## config.mk

```make
export PLATFORM = sky130hd
export DESIGN_NAME = lfc_ctrl
export DESIGN_NICKNAME = d
export VERILOG_FILES = /design/src/rtl/lfc_pkg.sv /design/src/rtl/lfc_ctrl.sv
export SDC_FILE = /design/constraint.sdc
export NUM_CORES = 1
export LEC_CHECK = 0
export ABC_AREA = 1
export BUFFER_PORTS_ARGS = -buffer_cell sky130_fd_sc_hd__buf_2
export CORE_AREA = 2 2 39 41
export CTS_BUF_LIST = sky130_fd_sc_hd__clkbuf_16
export CTS_CLUSTER_SIZE = 25
export DETAILED_ROUTE_END_ITERATION = 10
export DIE_AREA = 0 0 41 43
export PLACE_DENSITY = 0.38
export SYNTH_ARGS = -nofsm -noshare
export SYNTH_HDL_FRONTEND = slang
export SYNTH_SLANG_ARGS = --single-unit
```

## constraint.sdc

```tcl
create_clock -name clk -period 1 [get_ports clk]
set_input_delay 0.15 -clock clk [delete_from_list [all_inputs] [get_ports clk]]
set_output_delay 0.15 -clock clk [all_outputs]
set_load 0.02 [all_outputs]
```

## src/rtl/lfc_pkg.sv

```systemverilog
// Shared types and constants for the low-pass feedback comb filter.
// No dependencies; every other file of the block imports this package.
package lfc_pkg;

    // Fixed field widths of the channels and the configuration port
    localparam int SAMPLE_W    = 16;
    localparam int COEF_W      = 16;
    localparam int COEF_FRAC   = 14;
    localparam int LEN_REG_W   = 13;
    localparam int CFG_INDEX_W = 2;
    localparam int CFG_DATA_W  = 16;

    // Configuration register indexes
    localparam logic [CFG_INDEX_W-1:0] REG_FEEDBACK_GAIN  = 2'd0;
    localparam logic [CFG_INDEX_W-1:0] REG_LP_INPUT_COEF  = 2'd1;
    localparam logic [CFG_INDEX_W-1:0] REG_LP_FB_COEF     = 2'd2;
    localparam logic [CFG_INDEX_W-1:0] REG_DELAY_LENGTH   = 2'd3;

    // Register reset values
    localparam logic signed [COEF_W-1:0] FEEDBACK_GAIN_RESET = 16'sd0;
    localparam logic signed [COEF_W-1:0] LP_INPUT_COEF_RESET = 16'sd16384;
    localparam logic signed [COEF_W-1:0] LP_FB_COEF_RESET    = 16'sd0;
    localparam logic [LEN_REG_W-1:0]     DELAY_LENGTH_RESET  = 13'd4096;

    // Commands from the controller to the datapath
    typedef struct packed {
        logic accept;   // take the item, read the delay line
        logic mul;      // form a0*y and b0*lp_prev
        logic lp;       // sum and saturate the low-pass
        logic fb;       // form g*lp
        logic wr;       // write the delay line, advance, load the output
    } lfc_cmd_t;

endpackage

```

## src/rtl/lfc_ctrl.sv

```systemverilog
// Sequencer of the comb filter: steps one item through read, multiply,
// low-pass, feedback and write. Depends on lfc_pkg for the command struct.
module lfc_ctrl
(
    input  logic              clk,
    input  logic              rst_n,
    input  logic              in_valid,
    output logic              in_ready,
    output logic              out_valid,
    input  logic              out_ready,
    output lfc_pkg::lfc_cmd_t cmd
);
    import lfc_pkg::*;

    localparam logic [2:0] ST_IDLE = 3'd0;
    localparam logic [2:0] ST_MUL  = 3'd1;
    localparam logic [2:0] ST_LP   = 3'd2;
    localparam logic [2:0] ST_FB   = 3'd3;
    localparam logic [2:0] ST_WR   = 3'd4;

    logic [2:0] state_reg;
    logic [2:0] state_next;
    logic       out_valid_reg;
    logic       out_valid_next;
    logic       slot_free;

    assign slot_free = !out_valid_reg || out_ready;
    assign in_ready  = (state_reg == ST_IDLE);
    assign out_valid = out_valid_reg;

    always_comb
    begin
        state_next = state_reg;
        cmd        = '0;
        unique case (state_reg)
            ST_IDLE:
            begin
                if (in_valid)
                begin
                    cmd.accept = 1'b1;
                    state_next = ST_MUL;
                end
            end
            ST_MUL:
            begin
                cmd.mul    = 1'b1;
                state_next = ST_LP;
            end
            ST_LP:
            begin
                cmd.lp     = 1'b1;
                state_next = ST_FB;
            end
            ST_FB:
            begin
                cmd.fb     = 1'b1;
                state_next = ST_WR;
            end
            ST_WR:
            begin
                // hold until the output register can take the result
                if (slot_free)
                begin
                    cmd.wr     = 1'b1;
                    state_next = ST_IDLE;
                end
            end
            default:
            begin
                state_next = ST_IDLE;
            end
        endcase
    end

    always_comb
    begin
        out_valid_next = out_valid_reg;
        if (out_valid_reg && out_ready)
        begin
            out_valid_next = 1'b0;
        end
        if (cmd.wr)
        begin
            out_valid_next = 1'b1;
        end
    end

    always_ff @(posedge clk or negedge rst_n)
    begin
        if (!rst_n)
        begin
            state_reg     <= ST_IDLE;
            out_valid_reg <= 1'b0;
        end
        else
        begin
            state_reg     <= state_next;
            out_valid_reg <= out_valid_next;
        end
    end

    assert property (@(posedge clk) disable iff (!rst_n)
        cmd.wr |-> (!out_valid_reg || out_ready))
        else $error("delay line written while the output register is occupied");

    assert property (@(posedge clk) disable iff (!rst_n)
        (in_valid && in_ready) |=> cmd.mul)
        else $error("accepted item did not move on to the multiply step");

    assert property (@(posedge clk) disable iff (!rst_n)
        $rose(out_valid_reg) |-> $past(cmd.wr))
        else $error("output valid rose without a write step");

endmodule

```

==> summary.txt <==
Synth area leaders: dfrtp_1, inv_1, nand3_1
Slew of the pin with the lowest slew margin: 154 ps
Maxcap violations: 0
R2r endpoint: state_reg[0]$_DFFE_PN0P_
Filler cell count: 152
Max reg flops: 3
Crit path DAT: 1100 ps
F_max: 801 MHz
Clock sink count: 4
Fin cells: 63
Status: finished with violations
Critical Path Sink Type: output pin
Vias: 239
First-pass GRT wire length: 903 um
Die Y: 43 um
Data required, critical path: 850 ps
Number of diodes: 0
RSZ-0062 raised after global routing: true
CTS tree: built
Worst reg-to-reg setup slack: -80 ps
Peak supply drop: 1.44 mV
Mapped Avg Cell Area: 7.69 sq um
Global-route usage over all layers: 7.85%
Cell Pwr Density: 4030 nW/um^2
Fin crit share: 125%
Full die area: 1760 sq um
CP startpoint: state_reg[1]$_DFFE_PN0P_
HPWL after DPL: 382 um
CP Class: reg2out
Failing checks: setup timing
Core Area: 1380 sq um
Yosys warnings: 0
Routed Antenna Nets: 0
Worst-Skew Late Latency: 220 ps
LEAKAGE: 0.248 nW
Worst Hold Slack: 149 ps
Worst Skew: 0.503 ps
Mapped Cells: 28
Flops & latches, synth: 4
Clk root buf: clkbuf_16
Share of cells above drive strength 1: 61.7%
Chip width: 41 um
First-pass DRT Iterations: 1
DR vias/cell: 3.79
Rows: 14
Relative slew slack: 89.6%
Routability cong.: 0.657
Register area share after synthesis: 46.5%
Setup WS post-layout: -249 ps
Inst Count DP: 55
Leading area contributor after synthesis: dfrtp_1
I/O pin count: 11
Nets: 53
Fin. max-slew vios: 0
R2R depth: 6
Initial Util: 15.6%
Yosys cell types: 11
Hold crit path type: in2reg
Final setup violation count: 7
Initial antenna violation count: 0
Synth Cell Area: 215 sq um
DRC violations left: 0
Clock Path Buffers: 2
Crit path capture: cmd[4]
CTS clock-pin slew for the worst setup and hold paths: 30 ps
CP max FO: 4
Type of origin of the critical path: flop
Yosys top cell area share: 46.5%
H-tree Lvls: 1
# port buffers: 10
Initial DRC Count: 0
Area Overhead vs Synth: 112%
Syn nets: 32
Vias in the first global route: 232
Routed WL: 535 um
Largest net degree at the start of global routing: 6
Critical R2R Launch: state_reg[0]$_DFFE_PN0P_
GRT Residual Overflow: 0
Hold Violations, Final: 0
CTS Buf Count: 3
Routed wire per std cell: 8.49 um
Final min period: 1250 ps
-- worst min-delay path by stage --
stage	slack (ps)	endpoint	cells past startpoint	from
floorplan	-150	out_valid$_DFFE_PN0P_	0	rst_n
global placement	-40	out_valid$_DFFE_PN0P_	1	rst_n
detailed placement	-40	out_valid$_DFFE_PN0P_	1	rst_n
CTS	160	out_valid$_DFFE_PN0P_	2	out_ready
global route	160	out_valid$_DFFE_PN0P_	2	out_ready
finish	150	out_valid$_DFFE_PN0P_	2	out_ready
-- final cells by class --
class	count	area, sq um	area share (%)
repair buffers	18	139	30.4
flip-flops and latches	4	103	22.5
multi-input cells	15	93.8	20.5
clock buffers	3	75.1	16.4
inverters	7	26.3	5.75
well taps	16	20.0	4.38
-- logic make-up after synthesis --
kind of cell    share of synthesized area [%]
flops                                    46.5
compound gates                           8.14
buf+inv                                  19.2
simple gates                             26.2
-- critical path: stages (launching register included) --
cell	delay [ps]
dfrtp_2	430
nor2_4	140
and3_4	200
buf_6	110
-- cell usage after synthesis --
cell	number
and3_1	1
buf_4	2
dfrtp_1	4
inv_1	7
nand2_1	3
nand3_1	3
nor2_1	3
nor2_2	2
o211ai_1	1
o21ai_0	1
o21ai_1	1
-- stage by stage --
stage / worst slack [ps] / TNS [ps] / cell area, sq um / power [mW] / utilization [%]
after floorplan: 5.52 / 0 / 215 / 0.718 / -
after CTS: -245 / -1230 / 438 / 1.79 / 31.6
after detailed placement: -29.4 / -56.7 / 293 / 0.936 / 21.2
after global routing: -293 / -1690 / 457 / 1.97 / 33.0
final: -249 / -1250 / 457 / 1.84 / 33.0
after global placement: -18.2 / -18.2 / 293 / 0.942 / 21.2
-- routing by layer --
layer	track usage, %	wire [um]	vias up
li1	-	-	124
met1	11.7	272	105
met2	8.44	223	10
met3	4.71	40	0
met4	4.00	0	0
met5	0	0	-
-- power breakdown --
part / switching, mW / internal, mW / total (mW)
Combinational: 0.453 / 0.453 / 0.906
Sequential: 0.0810 / 0.244 / 0.325
Clock: 0.0996 / 0.510 / 0.609
-- repair_timing --
item | in CTS | in global routing
hold buffers | 1 | 0
endpoints found under the hold margin | 4 | 0
gates resized for setup | 11 | 6
pin swaps | 2 | 2
setup buffers | 4 | 0
endpoints found under the setup margin | 6 | 7
-- layout by cell type (no fill, tap or decap), drive strengths merged --
master,Yosys,final
o211ai,1,1
nor2,5,5
nand3,3,3
inv,7,7
buf,2,17
clkbuf,0,3
and3,1,1
dlygate4sd3,0,1
dfrtp,4,4
nand2,3,3
o21ai,2,2
(Power assumes the default switching activity.)
